===== src/design/i2cbm_pkg.sv =====
// shared types and constants of the i2c register burst master
`timescale 1ns / 1ps
`default_nettype none

package i2cbm_pkg;

   localparam logic [6:0]  DEVICE_ADDRESS_RESET = 7'd104;
   localparam logic [15:0] PHASE_TICKS_RESET    = 16'd100;

   // csr register indexes
   localparam logic CSR_DEVICE_ADDRESS = 1'b0;
   localparam logic CSR_PHASE_TICKS    = 1'b1;

   // operation codes
   localparam logic OP_WRITE = 1'b0;
   localparam logic OP_READ  = 1'b1;

   typedef enum logic [3:0] {
      ST_IDLE    = 4'd0,
      ST_START_A = 4'd1,
      ST_START_B = 4'd2,
      ST_START_C = 4'd3,
      ST_TX_LO   = 4'd4,
      ST_TX_HI   = 4'd5,
      ST_TACK_LO = 4'd6,
      ST_TACK_HI = 4'd7,
      ST_RX_LO   = 4'd8,
      ST_RX_HI   = 4'd9,
      ST_RACK_LO = 4'd10,
      ST_RACK_HI = 4'd11,
      ST_STOP_A  = 4'd12,
      ST_STOP_B  = 4'd13,
      ST_STOP_C  = 4'd14
   } state_type;

   typedef enum logic [1:0] {
      STAGE_ADDR_W = 2'd0,
      STAGE_REG    = 2'd1,
      STAGE_DATA   = 2'd2,
      STAGE_ADDR_R = 2'd3
   } stage_type;

   typedef struct packed {
      logic       command_valid;
      logic       operation;
      logic [7:0] register_address;
      logic [7:0] byte_count;
      logic [7:0] write_byte;
      logic       sda_in;
   } req_type;

   typedef struct packed {
      logic       scl_level;
      logic       sda_release;
      logic       busy_res;
      logic       write_byte_taken;
      logic       read_valid;
      logic [7:0] read_byte;
      logic       read_last;
      logic       nack_seen;
   } rsp_type;

   typedef struct packed {
      logic full;
      logic empty;
   } queue_status_type;

endpackage

`default_nettype wire


===== src/design/i2c_register_burst_master.sv =====
// top level: csr block, request queue, bus engine and response queue
`timescale 1ns / 1ps
`default_nettype none

// flow: an accepted request is registered in the request queue; the engine steps on
//   the queue head and writes its response into the response queue at that same edge,
//   and the rsp ports show the head of the response queue
// throughput: one request per cycle while the response queue has room; each
//   request yields exactly one response, two-entry queues on both sides
// reset (synchronous): both queues empty, engine idle with scl and sda released,
//   device_address back to 104 and phase_ticks to 100

module i2c_register_burst_master (
   input  wire logic        clock,
   input  wire logic        reset,

   // request channel
   input  wire logic        req_push,
   output logic             req_full,
   input  wire logic        req_command_valid,
   input  wire logic        req_operation,
   input  wire logic [7:0]  req_register_address,
   input  wire logic [7:0]  req_byte_count,
   input  wire logic [7:0]  req_write_byte,
   input  wire logic        req_sda_in,

   // response channel
   output logic             rsp_empty,
   input  wire logic        rsp_pop,
   output logic             rsp_scl_level,
   output logic             rsp_sda_release,
   output logic             rsp_busy_res,
   output logic             rsp_write_byte_taken,
   output logic             rsp_read_valid,
   output logic [7:0]       rsp_read_byte,
   output logic             rsp_read_last,
   output logic             rsp_nack_seen,

   // csr port
   input  wire logic        csr_psel,
   input  wire logic        csr_penable,
   input  wire logic        csr_pwrite,
   input  wire logic [2:0]  csr_paddr,
   input  wire logic [31:0] csr_pwdata,
   output logic [31:0]      csr_prdata,
   output logic             csr_pready
);

   // csr registers
   logic [6:0]  dev_addr_ff;
   logic [15:0] phase_ticks_ff;
   logic        csr_wr;
   logic        csr_index;

   i2cbm_pkg::req_type          req_in_data;
   i2cbm_pkg::req_type          req_head;
   i2cbm_pkg::queue_status_type req_status;
   i2cbm_pkg::rsp_type          rsp_new;
   i2cbm_pkg::rsp_type          rsp_head;
   i2cbm_pkg::queue_status_type rsp_status;
   logic                        step;

   // access phase write, register picked by the word address bit
   assign csr_pready = 1'b1;
   assign csr_wr     = csr_psel && csr_penable && csr_pwrite && csr_pready;
   assign csr_index  = csr_paddr[2];

   always_ff @(posedge clock) begin
      if (reset) begin
         dev_addr_ff    <= i2cbm_pkg::DEVICE_ADDRESS_RESET;
         phase_ticks_ff <= i2cbm_pkg::PHASE_TICKS_RESET;
      end else if (csr_wr) begin
         if (csr_index == i2cbm_pkg::CSR_DEVICE_ADDRESS) begin
            dev_addr_ff <= csr_pwdata[6:0];
         end else begin
            phase_ticks_ff <= csr_pwdata[15:0];
         end
      end
   end

   always_comb begin
      if (csr_index == i2cbm_pkg::CSR_PHASE_TICKS) begin
         csr_prdata = {16'd0, phase_ticks_ff};
      end else begin
         csr_prdata = {25'd0, dev_addr_ff};
      end
   end

   // front: gather request fields and queue them
   assign req_in_data.command_valid    = req_command_valid;
   assign req_in_data.operation        = req_operation;
   assign req_in_data.register_address = req_register_address;
   assign req_in_data.byte_count       = req_byte_count;
   assign req_in_data.write_byte       = req_write_byte;
   assign req_in_data.sda_in           = req_sda_in;
   assign req_full                     = req_status.full;

   i2cbm_req_queue u_req_queue (
      .clock     (clock),
      .reset     (reset),
      .push      (req_push),
      .push_data (req_in_data),
      .pop       (step),
      .head      (req_head),
      .status    (req_status)
   );

   // engine steps once a request waits and the response queue has room
   assign step = !req_status.empty && !rsp_status.full;

   i2cbm_engine u_engine (
      .clock          (clock),
      .reset          (reset),
      .step           (step),
      .req            (req_head),
      .device_address (dev_addr_ff),
      .phase_ticks    (phase_ticks_ff),
      .rsp            (rsp_new)
   );

   // back: responses wait here until popped
   i2cbm_rsp_queue u_rsp_queue (
      .clock     (clock),
      .reset     (reset),
      .push      (step),
      .push_data (rsp_new),
      .pop       (rsp_pop),
      .head      (rsp_head),
      .status    (rsp_status)
   );

   assign rsp_empty            = rsp_status.empty;
   assign rsp_scl_level        = rsp_head.scl_level;
   assign rsp_sda_release      = rsp_head.sda_release;
   assign rsp_busy_res         = rsp_head.busy_res;
   assign rsp_write_byte_taken = rsp_head.write_byte_taken;
   assign rsp_read_valid       = rsp_head.read_valid;
   assign rsp_read_byte        = rsp_head.read_byte;
   assign rsp_read_last        = rsp_head.read_last;
   assign rsp_nack_seen        = rsp_head.nack_seen;

endmodule

`default_nettype wire


===== src/design/i2cbm_req_queue.sv =====
// two-entry request queue in front of the bus engine
`timescale 1ns / 1ps
`default_nettype none

module i2cbm_req_queue (
   input  wire logic                      clock,
   input  wire logic                      reset,
   input  wire logic                      push,
   input  wire i2cbm_pkg::req_type        push_data,
   input  wire logic                      pop,
   output i2cbm_pkg::req_type             head,
   output i2cbm_pkg::queue_status_type    status
);

   i2cbm_pkg::req_type entries_ff [2];
   logic       wr_ptr_ff, wr_ptr_in;
   logic       rd_ptr_ff, rd_ptr_in;
   logic [1:0] count_ff, count_in;
   logic       do_push, do_pop;

   assign status.full  = (count_ff == 2'd2);
   assign status.empty = (count_ff == 2'd0);
   assign do_push = push && !status.full;
   assign do_pop  = pop && !status.empty;
   assign head    = entries_ff[rd_ptr_ff];

   always_comb begin
      wr_ptr_in = do_push ? !wr_ptr_ff : wr_ptr_ff;
      rd_ptr_in = do_pop ? !rd_ptr_ff : rd_ptr_ff;
      count_in  = count_ff;
      if (do_push && !do_pop) begin
         count_in = count_ff + 2'd1;
      end else if (do_pop && !do_push) begin
         count_in = count_ff - 2'd1;
      end
   end

   always_ff @(posedge clock) begin
      if (reset) begin
         wr_ptr_ff <= 1'b0;
         rd_ptr_ff <= 1'b0;
         count_ff  <= 2'd0;
      end else begin
         wr_ptr_ff <= wr_ptr_in;
         rd_ptr_ff <= rd_ptr_in;
         count_ff  <= count_in;
      end
   end

   always_ff @(posedge clock) begin
      if (do_push) begin
         entries_ff[wr_ptr_ff] <= push_data;
      end
   end

endmodule

`default_nettype wire


===== src/design/i2cbm_rsp_queue.sv =====
// two-entry response queue behind the bus engine
`timescale 1ns / 1ps
`default_nettype none

module i2cbm_rsp_queue (
   input  wire logic                      clock,
   input  wire logic                      reset,
   input  wire logic                      push,
   input  wire i2cbm_pkg::rsp_type        push_data,
   input  wire logic                      pop,
   output i2cbm_pkg::rsp_type             head,
   output i2cbm_pkg::queue_status_type    status
);

   i2cbm_pkg::rsp_type entries_ff [2];
   logic       wr_ptr_ff, wr_ptr_in;
   logic       rd_ptr_ff, rd_ptr_in;
   logic [1:0] count_ff, count_in;
   logic       do_push, do_pop;

   assign status.full  = (count_ff == 2'd2);
   assign status.empty = (count_ff == 2'd0);
   assign do_push = push && !status.full;
   assign do_pop  = pop && !status.empty;
   assign head    = entries_ff[rd_ptr_ff];

   always_comb begin
      wr_ptr_in = do_push ? !wr_ptr_ff : wr_ptr_ff;
      rd_ptr_in = do_pop ? !rd_ptr_ff : rd_ptr_ff;
      count_in  = count_ff;
      if (do_push && !do_pop) begin
         count_in = count_ff + 2'd1;
      end else if (do_pop && !do_push) begin
         count_in = count_ff - 2'd1;
      end
   end

   always_ff @(posedge clock) begin
      if (reset) begin
         wr_ptr_ff <= 1'b0;
         rd_ptr_ff <= 1'b0;
         count_ff  <= 2'd0;
      end else begin
         wr_ptr_ff <= wr_ptr_in;
         rd_ptr_ff <= rd_ptr_in;
         count_ff  <= count_in;
      end
   end

   always_ff @(posedge clock) begin
      if (do_push) begin
         entries_ff[wr_ptr_ff] <= push_data;
      end
   end

endmodule

`default_nettype wire


===== src/design/i2cbm_engine.sv =====
// bus engine: one tick of the i2c waveform sequencer per request
`timescale 1ns / 1ps
`default_nettype none

module i2cbm_engine (
   input  wire logic                clock,
   input  wire logic                reset,
   input  wire logic                step,
   input  wire i2cbm_pkg::req_type  req,
   input  wire logic [6:0]          device_address,
   input  wire logic [15:0]         phase_ticks,
   output i2cbm_pkg::rsp_type       rsp
);

   i2cbm_pkg::state_type state_ff, state_in;
   i2cbm_pkg::stage_type stage_ff, stage_in;
   logic [15:0] phase_ff, phase_in;
   logic [3:0]  bit_ff, bit_in;
   logic [7:0]  bytes_ff, bytes_in;
   logic [7:0]  shift_ff, shift_in;
   logic [7:0]  sreg_ff, sreg_in;
   logic        sop_ff, sop_in;
   logic        clock_line_ff, clock_line_in;
   logic        data_line_ff, data_line_in;

   logic [15:0] plen;
   logic [15:0] phase_inc;
   logic        do_enter;
   logic        taken, rvalid, rlast, nack;
   logic [7:0]  rbyte;

   assign plen      = (phase_ticks == 16'd0) ? 16'd1 : phase_ticks;
   assign phase_inc = phase_ff + 16'd1;

   always_comb begin
      state_in      = state_ff;
      stage_in      = stage_ff;
      phase_in      = phase_ff;
      bit_in        = bit_ff;
      bytes_in      = bytes_ff;
      shift_in      = shift_ff;
      sreg_in       = sreg_ff;
      sop_in        = sop_ff;
      clock_line_in = clock_line_ff;
      data_line_in  = data_line_ff;
      do_enter      = 1'b0;
      taken         = 1'b0;
      rvalid        = 1'b0;
      rbyte         = 8'd0;
      rlast         = 1'b0;
      nack          = 1'b0;

      if (state_ff == i2cbm_pkg::ST_IDLE) begin
         if (req.command_valid) begin
            sop_in   = req.operation;
            sreg_in  = req.register_address;
            bytes_in = req.byte_count;
            stage_in = i2cbm_pkg::STAGE_ADDR_W;
            bit_in   = 4'd0;
            state_in = i2cbm_pkg::ST_START_A;
            do_enter = 1'b1;
         end
      end else begin
         phase_in = phase_inc;
         if (phase_inc >= plen) begin
            do_enter = 1'b1;
            case (state_ff)
               i2cbm_pkg::ST_START_A: state_in = i2cbm_pkg::ST_START_B;
               i2cbm_pkg::ST_START_B: state_in = i2cbm_pkg::ST_START_C;
               i2cbm_pkg::ST_START_C: begin
                  shift_in = {device_address, stage_ff == i2cbm_pkg::STAGE_ADDR_R};
                  bit_in   = 4'd0;
                  state_in = i2cbm_pkg::ST_TX_LO;
               end
               i2cbm_pkg::ST_TX_LO: state_in = i2cbm_pkg::ST_TX_HI;
               i2cbm_pkg::ST_TX_HI: begin
                  bit_in   = bit_ff + 4'd1;
                  state_in = (bit_in >= 4'd8) ? i2cbm_pkg::ST_TACK_LO : i2cbm_pkg::ST_TX_LO;
               end
               i2cbm_pkg::ST_TACK_LO: state_in = i2cbm_pkg::ST_TACK_HI;
               i2cbm_pkg::ST_TACK_HI: begin
                  nack = req.sda_in;
                  if (stage_ff == i2cbm_pkg::STAGE_ADDR_W) begin
                     stage_in = i2cbm_pkg::STAGE_REG;
                     shift_in = sreg_ff;
                     bit_in   = 4'd0;
                     state_in = i2cbm_pkg::ST_TX_LO;
                  end else if (stage_ff == i2cbm_pkg::STAGE_REG &&
                               sop_ff == i2cbm_pkg::OP_READ) begin
                     // repeated start: drive clock low, then release data first
                     stage_in      = i2cbm_pkg::STAGE_ADDR_R;
                     clock_line_in = 1'b0;
                     state_in      = i2cbm_pkg::ST_START_A;
                  end else if (stage_ff == i2cbm_pkg::STAGE_ADDR_R) begin
                     if (bytes_ff != 8'd0) begin
                        shift_in = 8'd0;
                        bit_in   = 4'd0;
                        state_in = i2cbm_pkg::ST_RX_LO;
                     end else begin
                        state_in = i2cbm_pkg::ST_STOP_A;
                     end
                  end else begin
                     if (bytes_ff != 8'd0) begin
                        stage_in = i2cbm_pkg::STAGE_DATA;
                        bytes_in = bytes_ff - 8'd1;
                        taken    = 1'b1;
                        shift_in = req.write_byte;
                        bit_in   = 4'd0;
                        state_in = i2cbm_pkg::ST_TX_LO;
                     end else begin
                        state_in = i2cbm_pkg::ST_STOP_A;
                     end
                  end
               end
               i2cbm_pkg::ST_RX_LO: state_in = i2cbm_pkg::ST_RX_HI;
               i2cbm_pkg::ST_RX_HI: begin
                  shift_in = {shift_ff[6:0], req.sda_in};
                  bit_in   = bit_ff + 4'd1;
                  if (bit_in >= 4'd8) begin
                     bytes_in = bytes_ff - 8'd1;
                     rvalid   = 1'b1;
                     rbyte    = shift_in;
                     rlast    = (bytes_in == 8'd0);
                     state_in = i2cbm_pkg::ST_RACK_LO;
                  end else begin
                     state_in = i2cbm_pkg::ST_RX_LO;
                  end
               end
               i2cbm_pkg::ST_RACK_LO: state_in = i2cbm_pkg::ST_RACK_HI;
               i2cbm_pkg::ST_RACK_HI: begin
                  if (bytes_ff != 8'd0) begin
                     shift_in = 8'd0;
                     bit_in   = 4'd0;
                     state_in = i2cbm_pkg::ST_RX_LO;
                  end else begin
                     state_in = i2cbm_pkg::ST_STOP_A;
                  end
               end
               i2cbm_pkg::ST_STOP_A: state_in = i2cbm_pkg::ST_STOP_B;
               i2cbm_pkg::ST_STOP_B: state_in = i2cbm_pkg::ST_STOP_C;
               default: state_in = i2cbm_pkg::ST_IDLE;
            endcase
         end
      end

      // line levels set on entry to a segment
      if (do_enter) begin
         phase_in = 16'd0;
         case (state_in)
            i2cbm_pkg::ST_START_A: data_line_in = 1'b1;
            i2cbm_pkg::ST_START_B: clock_line_in = 1'b1;
            i2cbm_pkg::ST_START_C: data_line_in = 1'b0;
            i2cbm_pkg::ST_TX_LO: begin
               clock_line_in = 1'b0;
               data_line_in  = shift_in[3'(3'd7 - bit_in[2:0])];
            end
            i2cbm_pkg::ST_TACK_LO, i2cbm_pkg::ST_RX_LO: begin
               clock_line_in = 1'b0;
               data_line_in  = 1'b1;
            end
            i2cbm_pkg::ST_RACK_LO: begin
               clock_line_in = 1'b0;
               data_line_in  = (bytes_in == 8'd0);
            end
            i2cbm_pkg::ST_STOP_A: begin
               clock_line_in = 1'b0;
               data_line_in  = 1'b0;
            end
            i2cbm_pkg::ST_STOP_C: data_line_in = 1'b1;
            i2cbm_pkg::ST_IDLE: begin
               clock_line_in = 1'b1;
               data_line_in  = 1'b1;
            end
            default: clock_line_in = 1'b1;
         endcase
      end

      rsp.scl_level        = clock_line_in;
      rsp.sda_release      = data_line_in;
      rsp.busy_res         = (state_in != i2cbm_pkg::ST_IDLE);
      rsp.write_byte_taken = taken;
      rsp.read_valid       = rvalid;
      rsp.read_byte        = rbyte;
      rsp.read_last        = rlast;
      rsp.nack_seen        = nack;
   end

   always_ff @(posedge clock) begin
      if (reset) begin
         state_ff      <= i2cbm_pkg::ST_IDLE;
         stage_ff      <= i2cbm_pkg::STAGE_ADDR_W;
         phase_ff      <= 16'd0;
         bit_ff        <= 4'd0;
         bytes_ff      <= 8'd0;
         shift_ff      <= 8'd0;
         sreg_ff       <= 8'd0;
         sop_ff        <= 1'b0;
         clock_line_ff <= 1'b1;
         data_line_ff  <= 1'b1;
      end else if (step) begin
         state_ff      <= state_in;
         stage_ff      <= stage_in;
         phase_ff      <= phase_in;
         bit_ff        <= bit_in;
         bytes_ff      <= bytes_in;
         shift_ff      <= shift_in;
         sreg_ff       <= sreg_in;
         sop_ff        <= sop_in;
         clock_line_ff <= clock_line_in;
         data_line_ff  <= data_line_in;
      end
   end

   // bus is released whenever the sequencer rests
   a_idle_released: assert property (@(posedge clock) disable iff (reset)
      state_ff == i2cbm_pkg::ST_IDLE |-> clock_line_ff && data_line_ff)
      else $error("bus not released while idle");

   a_bit_range: assert property (@(posedge clock) disable iff (reset)
      bit_ff <= 4'd8)
      else $error("bit index out of range");

   a_taken_starts_tx: assert property (@(posedge clock) disable iff (reset)
      step && rsp.write_byte_taken |=> state_ff == i2cbm_pkg::ST_TX_LO && bit_ff == 4'd0)
      else $error("write byte taken without starting a byte");

   a_read_done_to_ack: assert property (@(posedge clock) disable iff (reset)
      step && rsp.read_valid |=> state_ff == i2cbm_pkg::ST_RACK_LO && phase_ff == 16'd0)
      else $error("received byte not followed by ack segment");

endmodule

`default_nettype wire

===== config.mk =====
export PLATFORM = sky130hd
export DESIGN_NAME = i2c_register_burst_master
export DESIGN_NICKNAME = d
export VERILOG_FILES = /design/src/design/i2cbm_pkg.sv /design/src/design/i2c_register_burst_master.sv /design/src/design/i2cbm_req_queue.sv /design/src/design/i2cbm_rsp_queue.sv /design/src/design/i2cbm_engine.sv
export SDC_FILE = /design/constraint.sdc
export NUM_CORES = 1
export LEC_CHECK = 0
export BUFFER_PORTS_ARGS = -buffer_cell sky130_fd_sc_hd__buf_2
export CORE_ASPECT_RATIO = 0.75
export CORE_MARGIN = 4
export CORE_UTILIZATION = 30
export CTS_BUF_LIST = sky130_fd_sc_hd__clkbuf_8
export DETAILED_ROUTE_END_ITERATION = 10
export GPL_TIMING_DRIVEN = 0
export MAX_ROUTING_LAYER = met4
export PLACE_DENSITY_LB_ADDON = 0.25
export SETUP_SLACK_MARGIN = 0.02
export SYNTH_ARGS = -nofsm -noshare
export SYNTH_HDL_FRONTEND = slang
export SYNTH_SLANG_ARGS = --single-unit

===== constraint.sdc =====
create_clock -name clock -period 9.15 [get_ports clock]
set_clock_uncertainty 0.1 [all_clocks]
set_input_delay 0.915 -clock clock [delete_from_list [all_inputs] [get_ports clock]]
set_output_delay 0.915 -clock clock [all_outputs]
set_load 0.02 [all_outputs]

# Word level (Yosys, flattened, before mapping)
# Memories as Yosys holds them, arrays and structs flattened. A register that Yosys moved wholly into a read port is not among the register bits.
# Cells that the tools add are included.
dict set report word_totals {
  ramBits 84
  word_cells 208
  regBits 84
  out_inout_bits 50
  n_memories 2
  in_bits 69
}
dict set report op_classes {
  n_eq_ne 29
  n_mux 95
  addsub 8
  reduce_logical 51
  n_bitwise 1
  n_lt_le_gt_ge 3
}
# name words width read_ports rd_ports_with_merged_regs wr line_no
set memory_table {}
lappend memory_table {u_req_queue.entries_ff 2 27 1 1 1 i2cbm_req_queue.sv:15} ;# i2cbm_pkg::req_type entries_ff [2];
lappend memory_table {u_rsp_queue.entries_ff 2 15 1 1 1 i2cbm_rsp_queue.sv:15} ;# i2cbm_pkg::rsp_type entries_ff [2];
# operator n
set op_table {}
lappend op_table {{$mux W8} 19}
lappend op_table {{$mux W16} 4}
lappend op_table {{$mux W4} 13}
lappend op_table {{$pmux W4 S13} 1}
lappend op_table {{$eq A4 B4 Y1 const B} 10}
lappend op_table {{$mux W1} 37}
lappend op_table {{$pmux W8 S4} 1}
lappend op_table {{$mux W2} 14}
lappend op_table {{$eq A4 B3 Y1 const B} 6}
lappend op_table {{$add A16 B1 Y16 const B} 1}
lappend op_table {{$ge A16 B16 Y1} 1}
lappend op_table {{$logic_not A16 Y1} 1}
lappend op_table {{$logic_not A8 Y1} 2}
lappend op_table {{$pmux W4 S4} 1}
lappend op_table {{$pmux W8 S2} 1}
lappend op_table {{$eq A4 B2 Y1 const B} 3}
lappend op_table {{$logic_and A1 B1 Y1} 12}
lappend op_table {{$logic_not A1 Y1} 12}
lappend op_table {{$reduce_or A5 Y1} 2}
lappend op_table {{$eq A4 B1 Y1 const B} 2}
lappend op_table {{$logic_not A4 Y1} 2}
lappend op_table {{$reduce_bool A2 Y1} 4}
lappend op_table {{$reduce_bool A4 Y1} 2}
lappend op_table {{$reduce_bool A8 Y1} 1}
lappend op_table {{26 further kinds} 35}

# Longest topological paths before layout
dict set report depth {
  word_depth 12
  mapped_depth 20
  depth_no_buf 18
}

# By module
# A second synthesis with hierarchy kept.
dict set report unflattened {
  cells_unflattened 930
  area_unflattened_um2 9231.4
}
# module cells_per_inst seq_area_each_um2 area_per_inst_um2 instances
set by_module_without_submodules {}
lappend by_module_without_submodules {i2cbm_engine 615 1061.0 4479.3 1}
lappend by_module_without_submodules {i2cbm_req_queue 109 1721.7 2163.3 1}
lappend by_module_without_submodules {i2cbm_rsp_queue 72 1001.0 1297.5 1}
lappend by_module_without_submodules {i2c_register_burst_master 134 460.4 1291.2 1}

# Worst setup path after synthesis
# Ideal clock, no wire load.
dict set report synth_timing {
  path_type {register to register}
  start {reg u_engine.phase_ff[2]}
  end {mem u_rsp_queue.entries_ff[0][13] (netlist bit) (data pin)}
  synth_period_minus_slack_ns 4.603
  n_path_buf 1
  setup_time_ns 0.267
  path_slack_ns 4.547
  required_ns 8.783
  stages_incl_launch_ff 20
  arrival_time_ns 4.236
  path_cell_list {dfxtp_1 -> and3_1 -> and3_1 -> and3_1 -> and3_1 -> and3_1 -> nand3_1 -> xnor2_1 -> ha_1 -> and4_4 -> nand3_1 -> a311o_2 -> and3_4 -> buf_6 -> or3_1 -> a221oi_2 -> a221oi_1 -> a31o_1 -> o2111ai_2 -> a21oi_1}
}
# element line_no
set synth_rtl {}
lappend synth_rtl {{from (decl)} i2cbm_engine.sv:17} ;# logic [15:0] phase_ff, phase_in;
lappend synth_rtl {{from (signal assigned)} i2cbm_engine.sv:203} ;# phase_ff <= phase_in;
lappend synth_rtl {{to (decl)} i2cbm_rsp_queue.sv:15}

==> impl_metrics.ini <==
[run_status]
status = finished, final reports clean

[timing]
rsz0062_at_grt = false
setup_viol = 0
fin_crit_sh_pct = 60.25
fmax_ghz = 0.1814
worstMarginPinSlew_ps = 1300
period_minus_slack_ps = 5513
slew_violations = 0
setup_tns_ps = 0
max-slew-margin-rel_pct = 12.99
finalHoldViolations = 0
finalWorstSetupSlack_ps = 3637

[worst_setup_path]
r2r_slack_ps = 3640
worst-setup-path-type = reg -> reg
crit_fanout = 10
endpoint_kind = flop
required_ps = 9360
cp-start-kind = flop
crit_path_start = u_engine.phase_ff[0]
reg2reg_from = u_engine.phase_ff[0]
cp.arrival_ps = 5720

[hold_path]
hold_path.class = reg -> reg
hold_start = phase_ticks_ff[11]

[cts]
htreeDepth = 4
root_buffer = clkbuf_8
cts.sinks = 170
cts_buffers = 17
clkLatencyLatePin_ps = 490
ctsHoldBuffers = 0
cts_resized = 0
cts_tree = built
path_clk_slew_ps = 110
postCtsSetupRepairBufs = 0
cts.path.max_buffers = 2

[route]
first_pass_iters = 5
post_drt_wl_per_cell_um = 18.05
drtIter0Drc = 570
routed_wl_mm = 25.95
via_count = 7256
drt-vias-per-instance = 5.046
drc = 0
ant_nets = 0

[placement]
hpwlAfterDp_mm = 19.33
dp_cells = 1405
gp_congestion = 0.9312
portBuffers = 81
dp_slack_ps = 3794

[power_and_ir_drop]
power_density_nw_per_um2 = 251.3
finalPower_mw = 2.567
power_leakage_nw = 3.761
max-vdd-ir-drop_mv = 0.1401

[floorplanning]
fp.dieW_um = 206.7
rows = 54
initial_core_util_pct = 30.51
die_h_um = 157.0
die-area_um2 = 32460
pin_count = 119
core_um2 = 29120

[global_route]
grt_pass1_wl_mm = 39.91
grt_pass1_vias = 6920
antenna_found_initial = 2
grt_usage_pct = 16.48
grt_max_degree = 28
overflow = 0

[layout]
finalNetCount = 1124
syn_to_final_growth_pct = 14.99
layout.cells.non_filler = 1438
drive_above_1_share_pct = 17.99
final_cell_mix = 119 x nor2_1, 86 x nand2_1, 86 x buf_2, 86 x dfxtp_1, 84 x edfxtp_1
final_common_cell = nor2_1

[flow_run]
max_cap_violations = 0

[logic_synthesis]
synth_warnings = 0
synth_edf_count = 84
async_flop_share_pct = 0
synth-seq-area-share_pct = 47.77
synth_area_um2 = 8884
syn_inst = 917
ys_ff_latch = 170
synth.distinct_cells = 77
synthFlopType = dfxtp_1
syn_area_per_cell_um2 = 9.688
-- per-layer routing --
| layer | GRT usage, % | vias to the layer above | share of wire (%) |
|---|---|---|---|
| li1 | - | 3553 | - |
| met1 | 25.10 | 3453 | 51 |
| met2 | 22.38 | 229 | 41 |
| met3 | 3.584 | 21 | 7.5 |
| met4 | 3.177 | 0 | 0.89 |
| met5 | - | - | 0 |
-- registers in the layout (all words and copies together), names as in the netlist, named ones only --
name / count
dev_addr_ff: 7
phase_ticks_ff: 16
u_engine.bit_ff: 4
u_engine.bytes_ff: 8
u_engine.clock_line_ff: 1
u_engine.data_line_ff: 1
u_engine.phase_ff: 16
u_engine.shift_ff: 8
u_engine.sop_ff: 1
u_engine.sreg_ff: 8
u_engine.stage_ff: 2
u_engine.state_ff: 4
u_req_queue.count_ff: 2
u_req_queue.entries_ff: 54
u_req_queue.rd_ptr_ff: 1
u_req_queue.wr_ptr_ff: 1
u_rsp_queue.count_ff: 2
u_rsp_queue.entries_ff: 30
u_rsp_queue.rd_ptr_ff: 1
u_rsp_queue.wr_ptr_ff: 1
-- logic make-up (layout without fill, tap and decap cells) --
| group | after synthesis | count (layout) | synth area share (%) |
|---|---|---|---|
| compound gates | 217 | 217 | 17.00 |
| xor+xnor | 28 | 28 | 2.761 |
| fa+ha+maj | 23 | 23 | 3.239 |
| buf+inv | 97 | 210 | 5.056 |
| flops | 170 | 170 | 47.77 |
| mux | 58 | 58 | 6.972 |
| other cells | 2 | 18 | 0.08454 |
| simple gates | 322 | 322 | 17.11 |
-- metrics by stage --
stage               area [um2]  util (%)  hold slack, ps
floorplan                 8940         -           345.9
global placement          9836     33.78           358.4
detailed placement        9843     33.80           362.3
CTS                      10210     35.06           378.2
global route             10210     35.08           396.7
finish                   10210     35.08           380.7
-- worst max-delay path, cell delays in order, from the launching register on --
cell,delay (ps)
dfxtp_1,440
and3_1,260
and3_1,250
and3_1,270
and3_1,250
and3_1,270
nand3_1,110
xnor2_1,170
ha_1,350
and4_4,260
nand3_1,90
a311o_2,460
nand3_1,240
clkbuf_1,530
a221oi_1,210
mux2_2,310
o22ai_1,310
o2111ai_2,200
a21oi_1,250
-- Yosys cell counts (all sizes together) (11+ instances only) --
cell type  number  area [um2]
nand2          86       322.8
o21ai          51       255.3
edfxtp         84        2522
nor2          120       450.4
ha             23       287.8
and3           19       123.9
nand3          18       90.09
a31oi          11       81.32
nor3           16       80.08
a21oi          48       240.2
mux2i          27       270.3
dfxtp          86        1722
buf            26       182.7
mux2           31       349.1
xor2           16       140.1
xnor2          12       105.1
and2           12       75.07
a22oi          15       126.4
inv            30       112.6
a211oi         22       170.2
clkbuf         40       150.1
-- layout make-up --
| cell class | instances | area, um2 |
|---|---|---|
| clock inverter | 15 | 133.9 |
| antenna | 1 | 2.502 |
| fill | 3025 | 18910 |
| clock buffer | 17 | 234.0 |
| timing repair buffer | 81 | 405.4 |
| inverter | 31 | 116.4 |
| sequential | 170 | 4244 |
| buffer | 66 | 332.8 |
| tap | 392 | 490.5 |
| multi-input combinational | 665 | 4255 |
-- report_power, final --
part | internal, mW | total [mW] | switching (mW)
Sequential | 0.963 | 1.05 | 0.0921
Clock | 0.199 | 0.523 | 0.324
Combinational | 0.346 | 0.989 | 0.643
Total | 1.51 | 2.57 | 1.06
-- worst paths after layout --
path | endpoint | cells past startpoint
max | u_rsp_queue.entries_ff[1][13] | 18
min | phase_ticks_ff[11] | 2
max reg2reg | u_rsp_queue.entries_ff[1][13] | 18
min reg2reg | phase_ticks_ff[11] | 2
(Power assumes the default switching activity.)
